<file path="config.mk">
export PLATFORM = sky130hd
export DESIGN_NAME = thick_line_rasterizer
export DESIGN_NICKNAME = d
export VERILOG_FILES = /design/src/sv/tlr_pkg.sv /design/src/sv/thick_line_rasterizer.sv /design/src/sv/tlr_datapath.sv /design/src/sv/tlr_ctrl.sv
export SDC_FILE = /design/constraint.sdc
export NUM_CORES = 2
export LEC_CHECK = 0
export ABC_AREA = 1
export BUFFER_PORTS_ARGS = -buffer_cell sky130_fd_sc_hd__buf_2
export CAP_MARGIN = 30
export CORE_ASPECT_RATIO = 1.2
export CORE_UTILIZATION = 24
export CTS_BUF_LIST = sky130_fd_sc_hd__clkbuf_2 sky130_fd_sc_hd__clkbuf_4 sky130_fd_sc_hd__clkbuf_8
export DETAILED_ROUTE_END_ITERATION = 10
export PLACE_DENSITY_LB_ADDON = 0.12
export SLEW_MARGIN = 25
export SYNTH_ARGS = -nofsm -noshare
export SYNTH_HDL_FRONTEND = slang
export SYNTH_SLANG_ARGS = --single-unit
</file>
<file path="constraint.sdc">
create_clock -name clk -period 8.8 [get_ports clk]
set_clock_uncertainty 0.1 [all_clocks]
set_input_delay 1.32 -clock clk [delete_from_list [all_inputs] [get_ports clk]]
set_output_delay 1.32 -clock clk [all_outputs]
set_load 0.01 [all_outputs]
</file>
<file path="src/sv/tlr_pkg.sv">
`timescale 1ns / 1ps
// ----------------------------------------------------------------------------
// tlr_pkg
// Shared types and fixed constants of the thick line rasterizer.
// ----------------------------------------------------------------------------
package tlr_pkg;

  // fraction bits carried by the integer square root
  localparam int SQRT_GUARD = 12;
  // width of the thickness register and of the pass counter
  localparam int THICK_W = 6;
  // width of the register index on the configuration port
  localparam int CFG_IDX_W = 3;

  localparam logic [CFG_IDX_W-1:0] REG_START_X   = 3'd0;
  localparam logic [CFG_IDX_W-1:0] REG_START_Y   = 3'd1;
  localparam logic [CFG_IDX_W-1:0] REG_END_X     = 3'd2;
  localparam logic [CFG_IDX_W-1:0] REG_END_Y     = 3'd3;
  localparam logic [CFG_IDX_W-1:0] REG_THICKNESS = 3'd4;

  localparam logic [THICK_W-1:0] THICK_RESET = 6'd15;

  typedef enum logic [3:0] {
    S_IDLE,
    S_SQ_A,
    S_SQ_B,
    S_CHECK,
    S_SQRT,
    S_XINIT,
    S_XDIV,
    S_YINIT,
    S_YDIV,
    S_MUL,
    S_BEGIN
  } state_t;

  typedef struct packed {
    logic latch;
    logic sq_a;
    logic sq_b;
    logic unit_normal;
    logic sqrt_init;
    logic sqrt_step;
    logic div_init;
    logic div_step;
    logic div_last;
    logic div_y;
    logic next_pass;
    logic mul;
    logic begin_pass;
    logic step;
    logic halt;
  } cmd_t;

  typedef struct packed {
    logic active;
    logic at_end;
    logic more;
    logic sq_zero;
  } status_t;

endpackage

</file>
<file path="src/sv/thick_line_rasterizer.sv">
`timescale 1ns / 1ps
// ----------------------------------------------------------------------------
// thick_line_rasterizer
// Thick line drawn as parallel Bresenham passes offset along the unit normal.
// ----------------------------------------------------------------------------
//
//  channel   signals                                    direction
//  --------  -----------------------------------------  ---------
//  config    cfg_write, cfg_index, cfg_data             in
//  input     in_valid, in_stall, restart                in/out
//  output    out_valid, out_stall, pixel_x, pixel_y,    out/in
//            pixel_valid, last_pixel
//
// Every input transaction yields exactly one output transaction.
// Advance: a step goes straight to the output register when no new pass
//   starts; a new pass first runs the offset multiply, then pass setup.
// Restart: latch, square and check, then R = COORD_BITS+13 square root steps,
//   then per normal component a divide setup and NW = COORD_BITS+FRAC_BITS+14
//   divide steps, then offset multiply and pass setup; a zero-length line
//   skips root and divide.
// Reset is synchronous; config returns to its reset values, drawing stops.
// A new input is taken only when the sequencer is idle and the output
//   register is empty or being drained, so output stalls back up the input.
// Registers are read only on restart.
// ----------------------------------------------------------------------------
module thick_line_rasterizer #(
  parameter int COORD_BITS    = 12,
  parameter int MAX_THICKNESS = 50,
  parameter int FRAC_BITS     = 15
) (
  input  logic                           clk,
  input  logic                           rst,
  input  logic                           cfg_write,
  input  logic [tlr_pkg::CFG_IDX_W-1:0]  cfg_index,
  input  logic [COORD_BITS-1:0]          cfg_data,
  input  logic                           in_valid,
  output logic                           in_stall,
  input  logic                           restart,
  output logic                           out_valid,
  input  logic                           out_stall,
  output logic signed [COORD_BITS+1:0]   pixel_x,
  output logic signed [COORD_BITS+1:0]   pixel_y,
  output logic                           pixel_valid,
  output logic                           last_pixel
);

  // command bundle from the sequencer, status back from the datapath
  tlr_pkg::cmd_t    cmd;
  tlr_pkg::status_t status;

  tlr_ctrl #(
    .COORD_BITS (COORD_BITS),
    .FRAC_BITS  (FRAC_BITS)
  ) u_ctrl (
    .clk       (clk),
    .rst       (rst),
    .in_valid  (in_valid),
    .in_stall  (in_stall),
    .restart   (restart),
    .out_valid (out_valid),
    .out_stall (out_stall),
    .status    (status),
    .cmd       (cmd)
  );

  tlr_datapath #(
    .COORD_BITS    (COORD_BITS),
    .MAX_THICKNESS (MAX_THICKNESS),
    .FRAC_BITS     (FRAC_BITS)
  ) u_datapath (
    .clk         (clk),
    .rst         (rst),
    .cfg_write   (cfg_write),
    .cfg_index   (cfg_index),
    .cfg_data    (cfg_data),
    .cmd         (cmd),
    .status      (status),
    .pixel_x     (pixel_x),
    .pixel_y     (pixel_y),
    .pixel_valid (pixel_valid),
    .last_pixel  (last_pixel)
  );

endmodule

</file>
<file path="src/sv/tlr_datapath.sv">
`timescale 1ns / 1ps
// ----------------------------------------------------------------------------
// tlr_datapath
// Config registers, square root and divide units, pass setup and the
// Bresenham stepper, plus the output register.
// ----------------------------------------------------------------------------
module tlr_datapath #(
  parameter int COORD_BITS    = 12,
  parameter int MAX_THICKNESS = 50,
  parameter int FRAC_BITS     = 15
) (
  input  logic                              clk,
  input  logic                              rst,
  input  logic                              cfg_write,
  input  logic [tlr_pkg::CFG_IDX_W-1:0]     cfg_index,
  input  logic [COORD_BITS-1:0]             cfg_data,
  input  tlr_pkg::cmd_t                     cmd,
  output tlr_pkg::status_t                  status,
  output logic signed [COORD_BITS+1:0]      pixel_x,
  output logic signed [COORD_BITS+1:0]      pixel_y,
  output logic                              pixel_valid,
  output logic                              last_pixel
);

  localparam int C   = COORD_BITS;
  localparam int F   = FRAC_BITS;
  localparam int G   = tlr_pkg::SQRT_GUARD;
  localparam int TW  = tlr_pkg::THICK_W;
  localparam int OW  = C + 2;
  localparam int R   = C + G + 1;
  localparam int NW  = C + F + G + 2;
  localparam int SW  = 2 * C + 1;
  localparam int NMW = F + 2;
  localparam int PW  = F + 10;
  localparam int EW  = C + 3;

  // configuration registers
  logic [C-1:0]  cfg_sx, cfg_sy, cfg_ex, cfg_ey;
  logic [TW-1:0] cfg_thick;

  // latched line
  logic [C-1:0]        sx, sy, ex, ey;
  logic [TW-1:0]       thick;
  logic signed [C:0]   dx, dy;
  logic [C-1:0]        adx, ady;
  logic [SW-1:0]       sq;

  // square root unit
  logic [2*R-1:0] rad;
  logic [R+2:0]   rem;
  logic [R-1:0]   root;

  // divide unit
  logic [NW-1:0]  num;
  logic [R:0]     den;
  logic [R+1:0]   drem;
  logic [F:0]     quo;
  logic           dneg;

  logic signed [NMW-1:0] norm_x, norm_y;
  logic [TW-1:0]         pass;
  logic signed [PW-1:0]  prod_x, prod_y;

  // pass state
  logic signed [OW-1:0] cx, cy, pex, pey;
  logic [C-1:0]         sadx, sady;
  logic                 sxn, syn;
  logic signed [EW-1:0] err;
  logic                 active;

  function automatic logic signed [OW-1:0] round_off(input logic signed [PW-1:0] p,
                                                     input logic odd);
    logic [PW-1:0] mag;
    logic [PW-1:0] r;
    mag = p[PW-1] ? PW'(-p) : PW'(p);
    if (odd) begin
      r = (mag + (PW'(1) << (F - 1))) >> F;
    end else begin
      r = (mag + (PW'(1) << F)) >> (F + 1);
    end
    round_off = p[PW-1] ? -$signed(OW'(r)) : $signed(OW'(r));
  endfunction

  // combinational helpers
  logic [C-1:0]         adx_c, ady_c;
  logic [R+2:0]         rem_sh, trial;
  logic                 rt_ge;
  logic [R+1:0]         drem_sh;
  logic                 dv_ge;
  logic [F:0]           quo_next;
  logic signed [NMW-1:0] q_signed;
  logic signed [7:0]    ival, kval;
  logic signed [OW-1:0] off_x, off_y, bcx, bcy, bpx, bpy;
  logic signed [EW:0]   e2;
  logic                 mx, my;
  logic signed [OW-1:0] nx, ny;
  logic signed [EW-1:0] err_next;
  logic                 last_pass;

  always_comb begin
    adx_c = C'(dx[C] ? -dx : dx);
    ady_c = C'(dy[C] ? -dy : dy);

    rem_sh = {rem[R:0], rad[2*R-1 -: 2]};
    trial  = {1'b0, root, 2'b01};
    rt_ge  = rem_sh >= trial;

    drem_sh  = {drem[R:0], num[NW-1]};
    dv_ge    = drem_sh >= {1'b0, den};
    quo_next = {quo[F-1:0], dv_ge};
    q_signed = dneg ? -$signed(NMW'(quo_next)) : $signed(NMW'(quo_next));

    ival = $signed(8'(pass)) - $signed(8'(thick >> 1));
    kval = thick[0] ? ival : (ival <<< 1) + 8'sd1;

    off_x = round_off(prod_x, thick[0]);
    off_y = round_off(prod_y, thick[0]);
    bcx = $signed(OW'(sx)) + off_x;
    bcy = $signed(OW'(sy)) + off_y;
    bpx = $signed(OW'(ex)) + off_x;
    bpy = $signed(OW'(ey)) + off_y;

    e2 = {err, 1'b0};
    mx = e2 > -$signed((EW+1)'(sady));
    my = e2 < $signed((EW+1)'(sadx));
    nx = cx;
    ny = cy;
    err_next = err;
    if (mx) begin
      nx = sxn ? cx - $signed(OW'(1)) : cx + $signed(OW'(1));
      err_next = err_next - $signed(EW'(sady));
    end
    if (my) begin
      ny = syn ? cy - $signed(OW'(1)) : cy + $signed(OW'(1));
      err_next = err_next + $signed(EW'(sadx));
    end

    last_pass = ({1'b0, pass} + (TW+1)'(1)) == {1'b0, thick};
  end

  assign status.active  = active;
  assign status.at_end  = (cx == pex) && (cy == pey);
  assign status.more    = ({1'b0, pass} + (TW+1)'(1)) < {1'b0, thick};
  assign status.sq_zero = (sq == '0);

  always_ff @(posedge clk) begin
    if (rst) begin
      cfg_sx    <= '0;
      cfg_sy    <= '0;
      cfg_ex    <= '0;
      cfg_ey    <= '0;
      cfg_thick <= tlr_pkg::THICK_RESET;
      active    <= 1'b0;
    end else begin
      if (cfg_write) begin
        case (cfg_index)
          tlr_pkg::REG_START_X:   cfg_sx <= cfg_data;
          tlr_pkg::REG_START_Y:   cfg_sy <= cfg_data;
          tlr_pkg::REG_END_X:     cfg_ex <= cfg_data;
          tlr_pkg::REG_END_Y:     cfg_ey <= cfg_data;
          tlr_pkg::REG_THICKNESS: cfg_thick <= cfg_data[TW-1:0];
          default: ;
        endcase
      end
      if (cmd.begin_pass) active <= 1'b1;
      if (cmd.halt) active <= 1'b0;
    end
  end

  always_ff @(posedge clk) begin
    if (cmd.latch) begin
      sx <= cfg_sx;
      sy <= cfg_sy;
      ex <= cfg_ex;
      ey <= cfg_ey;
      if (cfg_thick == '0) begin
        thick <= TW'(1);
      end else if (cfg_thick > TW'(MAX_THICKNESS)) begin
        thick <= TW'(MAX_THICKNESS);
      end else begin
        thick <= cfg_thick;
      end
      dx   <= $signed({1'b0, cfg_ex}) - $signed({1'b0, cfg_sx});
      dy   <= $signed({1'b0, cfg_ey}) - $signed({1'b0, cfg_sy});
      pass <= '0;
    end
    if (cmd.sq_a) begin
      adx <= adx_c;
      ady <= ady_c;
      sq  <= SW'(adx_c) * SW'(adx_c);
    end
    if (cmd.sq_b) sq <= sq + SW'(ady) * SW'(ady);
    if (cmd.unit_normal) begin
      norm_x <= NMW'(1) <<< F;
      norm_y <= '0;
    end
    if (cmd.sqrt_init) begin
      rad  <= (2*R)'(sq) << (2 * G);
      rem  <= '0;
      root <= '0;
    end
    if (cmd.sqrt_step) begin
      rad  <= rad << 2;
      rem  <= rt_ge ? rem_sh - trial : rem_sh;
      root <= {root[R-2:0], rt_ge};
    end
    if (cmd.div_init) begin
      num  <= (NW'(cmd.div_y ? adx : ady) << (F + G + 1)) + NW'(root);
      den  <= {root, 1'b0};
      drem <= '0;
      quo  <= '0;
      dneg <= cmd.div_y ? dx[C] : (!dy[C] && dy != '0);
    end
    if (cmd.div_step) begin
      num  <= num << 1;
      drem <= dv_ge ? drem_sh - {1'b0, den} : drem_sh;
      quo  <= quo_next;
      if (cmd.div_last) begin
        if (cmd.div_y) norm_y <= q_signed;
        else norm_x <= q_signed;
      end
    end
    if (cmd.next_pass) pass <= pass + TW'(1);
    if (cmd.mul) begin
      prod_x <= PW'(norm_x) * PW'(kval);
      prod_y <= PW'(norm_y) * PW'(kval);
    end
    if (cmd.begin_pass) begin
      cx   <= bcx;
      cy   <= bcy;
      pex  <= bpx;
      pey  <= bpy;
      sadx <= adx;
      sady <= ady;
      sxn  <= !(dx > 0);
      syn  <= !(dy > 0);
      err  <= $signed(EW'(adx)) - $signed(EW'(ady));
      pixel_x     <= bcx;
      pixel_y     <= bcy;
      pixel_valid <= 1'b1;
      last_pixel  <= (bcx == bpx) && (bcy == bpy) && last_pass;
    end
    if (cmd.step) begin
      cx  <= nx;
      cy  <= ny;
      err <= err_next;
      pixel_x     <= nx;
      pixel_y     <= ny;
      pixel_valid <= 1'b1;
      last_pixel  <= (nx == pex) && (ny == pey) && last_pass;
    end
    if (cmd.halt) begin
      pixel_x     <= '0;
      pixel_y     <= '0;
      pixel_valid <= 1'b0;
      last_pixel  <= 1'b0;
    end
  end

endmodule

</file>
<file path="src/sv/tlr_ctrl.sv">
`timescale 1ns / 1ps
// ----------------------------------------------------------------------------
// tlr_ctrl
// Sequencer: handshakes, setup sequence on restart, pass changes.
// ----------------------------------------------------------------------------
module tlr_ctrl #(
  parameter int COORD_BITS = 12,
  parameter int FRAC_BITS  = 15
) (
  input  logic              clk,
  input  logic              rst,
  input  logic              in_valid,
  output logic              in_stall,
  input  logic              restart,
  output logic              out_valid,
  input  logic              out_stall,
  input  tlr_pkg::status_t  status,
  output tlr_pkg::cmd_t     cmd
);

  localparam int R     = COORD_BITS + tlr_pkg::SQRT_GUARD + 1;
  localparam int NW    = COORD_BITS + FRAC_BITS + tlr_pkg::SQRT_GUARD + 2;
  localparam int CNT_W = $clog2(NW);

  tlr_pkg::state_t state, state_next;
  logic [CNT_W-1:0] cnt;
  logic accept, root_done, div_done;

  assign in_stall  = !(state == tlr_pkg::S_IDLE && (!out_valid || !out_stall));
  assign accept    = in_valid && !in_stall;
  assign root_done = cnt == CNT_W'(R - 1);
  assign div_done  = cnt == CNT_W'(NW - 1);

  always_comb begin
    state_next = state;
    case (state)
      tlr_pkg::S_IDLE: begin
        if (accept) begin
          if (restart) state_next = tlr_pkg::S_SQ_A;
          else if (status.active && status.at_end && status.more)
            state_next = tlr_pkg::S_MUL;
        end
      end
      tlr_pkg::S_SQ_A:  state_next = tlr_pkg::S_SQ_B;
      tlr_pkg::S_SQ_B:  state_next = tlr_pkg::S_CHECK;
      tlr_pkg::S_CHECK: state_next = status.sq_zero ? tlr_pkg::S_MUL : tlr_pkg::S_SQRT;
      tlr_pkg::S_SQRT:  if (root_done) state_next = tlr_pkg::S_XINIT;
      tlr_pkg::S_XINIT: state_next = tlr_pkg::S_XDIV;
      tlr_pkg::S_XDIV:  if (div_done) state_next = tlr_pkg::S_YINIT;
      tlr_pkg::S_YINIT: state_next = tlr_pkg::S_YDIV;
      tlr_pkg::S_YDIV:  if (div_done) state_next = tlr_pkg::S_MUL;
      tlr_pkg::S_MUL:   state_next = tlr_pkg::S_BEGIN;
      tlr_pkg::S_BEGIN: state_next = tlr_pkg::S_IDLE;
      default:          state_next = tlr_pkg::S_IDLE;
    endcase
  end

  always_comb begin
    cmd = '0;
    case (state)
      tlr_pkg::S_IDLE: begin
        if (accept) begin
          if (restart) cmd.latch = 1'b1;
          else if (!status.active) cmd.halt = 1'b1;
          else if (status.at_end) begin
            if (status.more) cmd.next_pass = 1'b1;
            else cmd.halt = 1'b1;
          end else cmd.step = 1'b1;
        end
      end
      tlr_pkg::S_SQ_A: cmd.sq_a = 1'b1;
      tlr_pkg::S_SQ_B: cmd.sq_b = 1'b1;
      tlr_pkg::S_CHECK: begin
        if (status.sq_zero) cmd.unit_normal = 1'b1;
        else cmd.sqrt_init = 1'b1;
      end
      tlr_pkg::S_SQRT:  cmd.sqrt_step = 1'b1;
      tlr_pkg::S_XINIT: cmd.div_init = 1'b1;
      tlr_pkg::S_XDIV: begin
        cmd.div_step = 1'b1;
        cmd.div_last = div_done;
      end
      tlr_pkg::S_YINIT: begin
        cmd.div_init = 1'b1;
        cmd.div_y    = 1'b1;
      end
      tlr_pkg::S_YDIV: begin
        cmd.div_step = 1'b1;
        cmd.div_last = div_done;
        cmd.div_y    = 1'b1;
      end
      tlr_pkg::S_MUL:   cmd.mul = 1'b1;
      tlr_pkg::S_BEGIN: cmd.begin_pass = 1'b1;
      default: ;
    endcase
  end

  always_ff @(posedge clk) begin
    if (rst) begin
      state     <= tlr_pkg::S_IDLE;
      out_valid <= 1'b0;
      cnt       <= '0;
    end else begin
      state <= state_next;
      if (cmd.begin_pass || cmd.step || cmd.halt) out_valid <= 1'b1;
      else if (out_valid && !out_stall) out_valid <= 1'b0;
      if (cmd.sqrt_init || cmd.div_init) cnt <= '0;
      else if (cmd.sqrt_step || cmd.div_step) cnt <= cnt + CNT_W'(1);
    end
  end

endmodule

</file>
==> out/qor.csv <==
metric,value,unit
die width,430.7,um
worst reg-to-reg setup slack,1070,ps
initial antenna violation count,16,
share of cells above drive strength 1,7.163,%
CTS Buf Count,112,
synth unique cells,65,
gr usage total,14.42,%
fin cells,9431,
gr ovfl total,0,
Setup TNS,0,ps
Max-Slew Margin vs Limit,23.26,%
pre-CTS WS,1043,ps
Critical Path AT,8160,ps
Setup CP Type,reg2reg,
CTS tree,done,
"Slowest-stage cell, CP",clkinv_1,
CP peak stage delay,600,ps
Synth Area in Compound Gates,10.19,%
Remaining DRCs,0,
Mapped Cells,6289,
final slew viol count,0,
Avg Inst Size Synth,8.415,um2
largest net degree at the start of global routing,70,
die area,222400,um2
Worst-Margin Slew,1144,ps
routed len/inst,16.79,um
crit path max fanout,18,
FMAX,129.4,MHz
RSZ-0062 raised after global routing,false,
htree depth,3,
Hold Path Sink,u_datapath.den[5],
Final WS setup,1075,ps
Reg-to-Reg End,u_datapath.prod_y[24],
synthesis-to-finish area growth,12.22,%
clk slew on worst S/H paths,60,ps
# rows,188,
clk buf depth,3,
Final Net Count,7256,
DRT iter0 DRCs,1717,
register area share after synthesis,31.40,%
DP HPWL,127100,um
setup bufs post-CTS,0,
port buffer count,52,
Critical Path Source Type,flip-flop,
top post-synthesis cells by area,"edfxtp_1, fa_1, ha_1",
Final Hold Fails,0,
largest family of logic cells by synthesized area,adder cells,
nature of the critical path endpoint,flip-flop,
Synth async-reset ratio,0,%
vias in the first global route,42210,
"most common cell after layout, fill and taps aside",inv_1,
post-synth top area cell,edfxtp_1,
WP data required,9240,ps
Vias/cell,4.280,
"EDFF count, synth",466,
Synth top area share,26.44,%
Worst-Skew Late Latency,880,ps
DRT antenna net count,0,
HP Class,reg2reg,
# IOs,53,
post_cts resized,0,
first-pass GRT wire length,248500,um
Final period util,87.79,%
clock sink count,597,
number of buffers inserted by hold repair at cts,0,
core area,219000,um2
GPL Wtd Cong,0.8263,
Syn Nets,7167,
Post-Synth XOR/XNOR Area,5.114,%
Die Span Y,516.4,um
Main synth FF type,edfxtp_1,
FF-to-FF path depth,37,
Fill cells,23710,
Max Cap Viol,0,
status,finished clean,
Initial Util,24.17,%
Ys Warns,0,
Hold Startpoint,u_datapath.root[4],
Simple-Gate Fraction of Synth Area,17.37,%
"Core Util, Final",27.12,%
most frequent cells in the layout,"inv_1, nand2_1, nor2_1",
DR pass1 iterations,5,
# setup viols final,0,
mux contribution to synthesized area,0.07802,%
adder-cell area share of the yosys netlist,26.08,%
Final min period,7725,ps
"most used cell, CP",nand2_1,
Hold Crit Depth,0,
reg2reg start,u_datapath.pass[2],
Post-Synthesis Cell Area,52920,um2
register bit total from synthesis,597,
clk root buf,clkbuf_8,
detailed-route via count,40360,
final wirelength,158300,um
Cells after DPL,9207,
## state kept, by name, summed over array words and instances (netlist names), 13 cells and up
signal,count
u_datapath.quo,15
u_datapath.norm_x,17
u_datapath.cx,14
u_datapath.den,25
u_datapath.rad,26
u_datapath.num,41
u_datapath.root,25
u_datapath.rem,26
u_datapath.prod_y,25
u_datapath.drem,26
u_datapath.cy,14
u_datapath.dy,13
u_datapath.err,15
u_datapath.pixel_y,14
u_datapath.prod_x,25
u_datapath.pex,14
u_datapath.sq,25
u_datapath.pey,14
u_datapath.norm_y,17
u_datapath.pixel_x,14
u_datapath.dx,13
## worst max-delay path: cells and delay by family, from the launching register on
family | cells | cell delay, ps
adders and majority gates | 6 | 2600
and+or+nand+nor | 16 | 1380
xor gates and xnor gates | 2 | 290
buffers and inverters | 6 | 1130
DFF | 1 | 430
AOI/OAI and AO/OA | 7 | 1490
## per-layer routing
layer | global-route usage, % | up-vias | wire length [um]
li1 | - | 20360 | -
met1 | 18.02 | 19310 | 70950
met2 | 25.91 | 484 | 79040
met3 | 1.223 | 210 | 3857
met4 | 4.826 | 0 | 4493
met5 | 0 | - | 0
## worst max path at each step
stage | slack (ps) | cells past startpoint | start | to
floorplan | 1830 | 37 | u_datapath.dx[0] | u_datapath.sq[22]
global placement | 1180 | 37 | u_datapath.pass[2] | u_datapath.prod_y[24]
detailed placement | 1040 | 37 | u_datapath.pass[2] | u_datapath.prod_y[24]
CTS | 1000 | 37 | u_datapath.pass[2] | u_datapath.prod_y[24]
global route | 410 | 37 | u_datapath.pass[2] | u_datapath.prod_y[24]
finish | 1070 | 37 | u_datapath.pass[2] | u_datapath.prod_y[24]
## metrics by stage
stage	hold WS [ps]	cell area (um2)
4_1_cts	285.2	59330
6_report	288.4	59390
3_5_place_dp	314.8	56900
5_1_grt	294.0	59380
2_1_floorplan	308.2	52920
3_3_place_gp	317.2	56860
## cell type report
cell class	count	area (um2)	area share, %
multi-input combinational	4319	31220	52.57
sequential	597	16620	27.98
inverter	1231	4622	7.783
tap	2945	3685	6.205
clock buffer	163	2012	3.388
timing repair buffer	117	788.3	1.327
clock inverter	51	421.7	0.7100
antenna	8	20.02	0.03371
## cell usage after synthesis, drive strengths merged (16+ instances only)
cell type	n
a21o	22
a21oi	361
a31oi	26
buf	17
clkbuf	125
dfxtp	131
edfxtp	466
fa	410
ha	447
inv	1219
nand2	1135
nand3	242
nand3b	16
nand4	36
nor2	635
nor3	50
o21ai	443
o21bai	45
o22ai	23
or2	23
xnor2	110
xor2	199
## logic make-up (layout without fill, tap and decap cells)
group / Yosys count / count (layout)
fa+ha+maj: 857 / 857
simple gates: 2161 / 2161
compound gates: 988 / 988
xor+xnor: 309 / 309
other cells: 0 / 8
buf+inv: 1373 / 1562
flops: 597 / 597
mux: 4 / 4
Power is left out: the tool's default activity adds up to more than one toggle a clock period on the data nets, which glitch-free logic cannot reach.
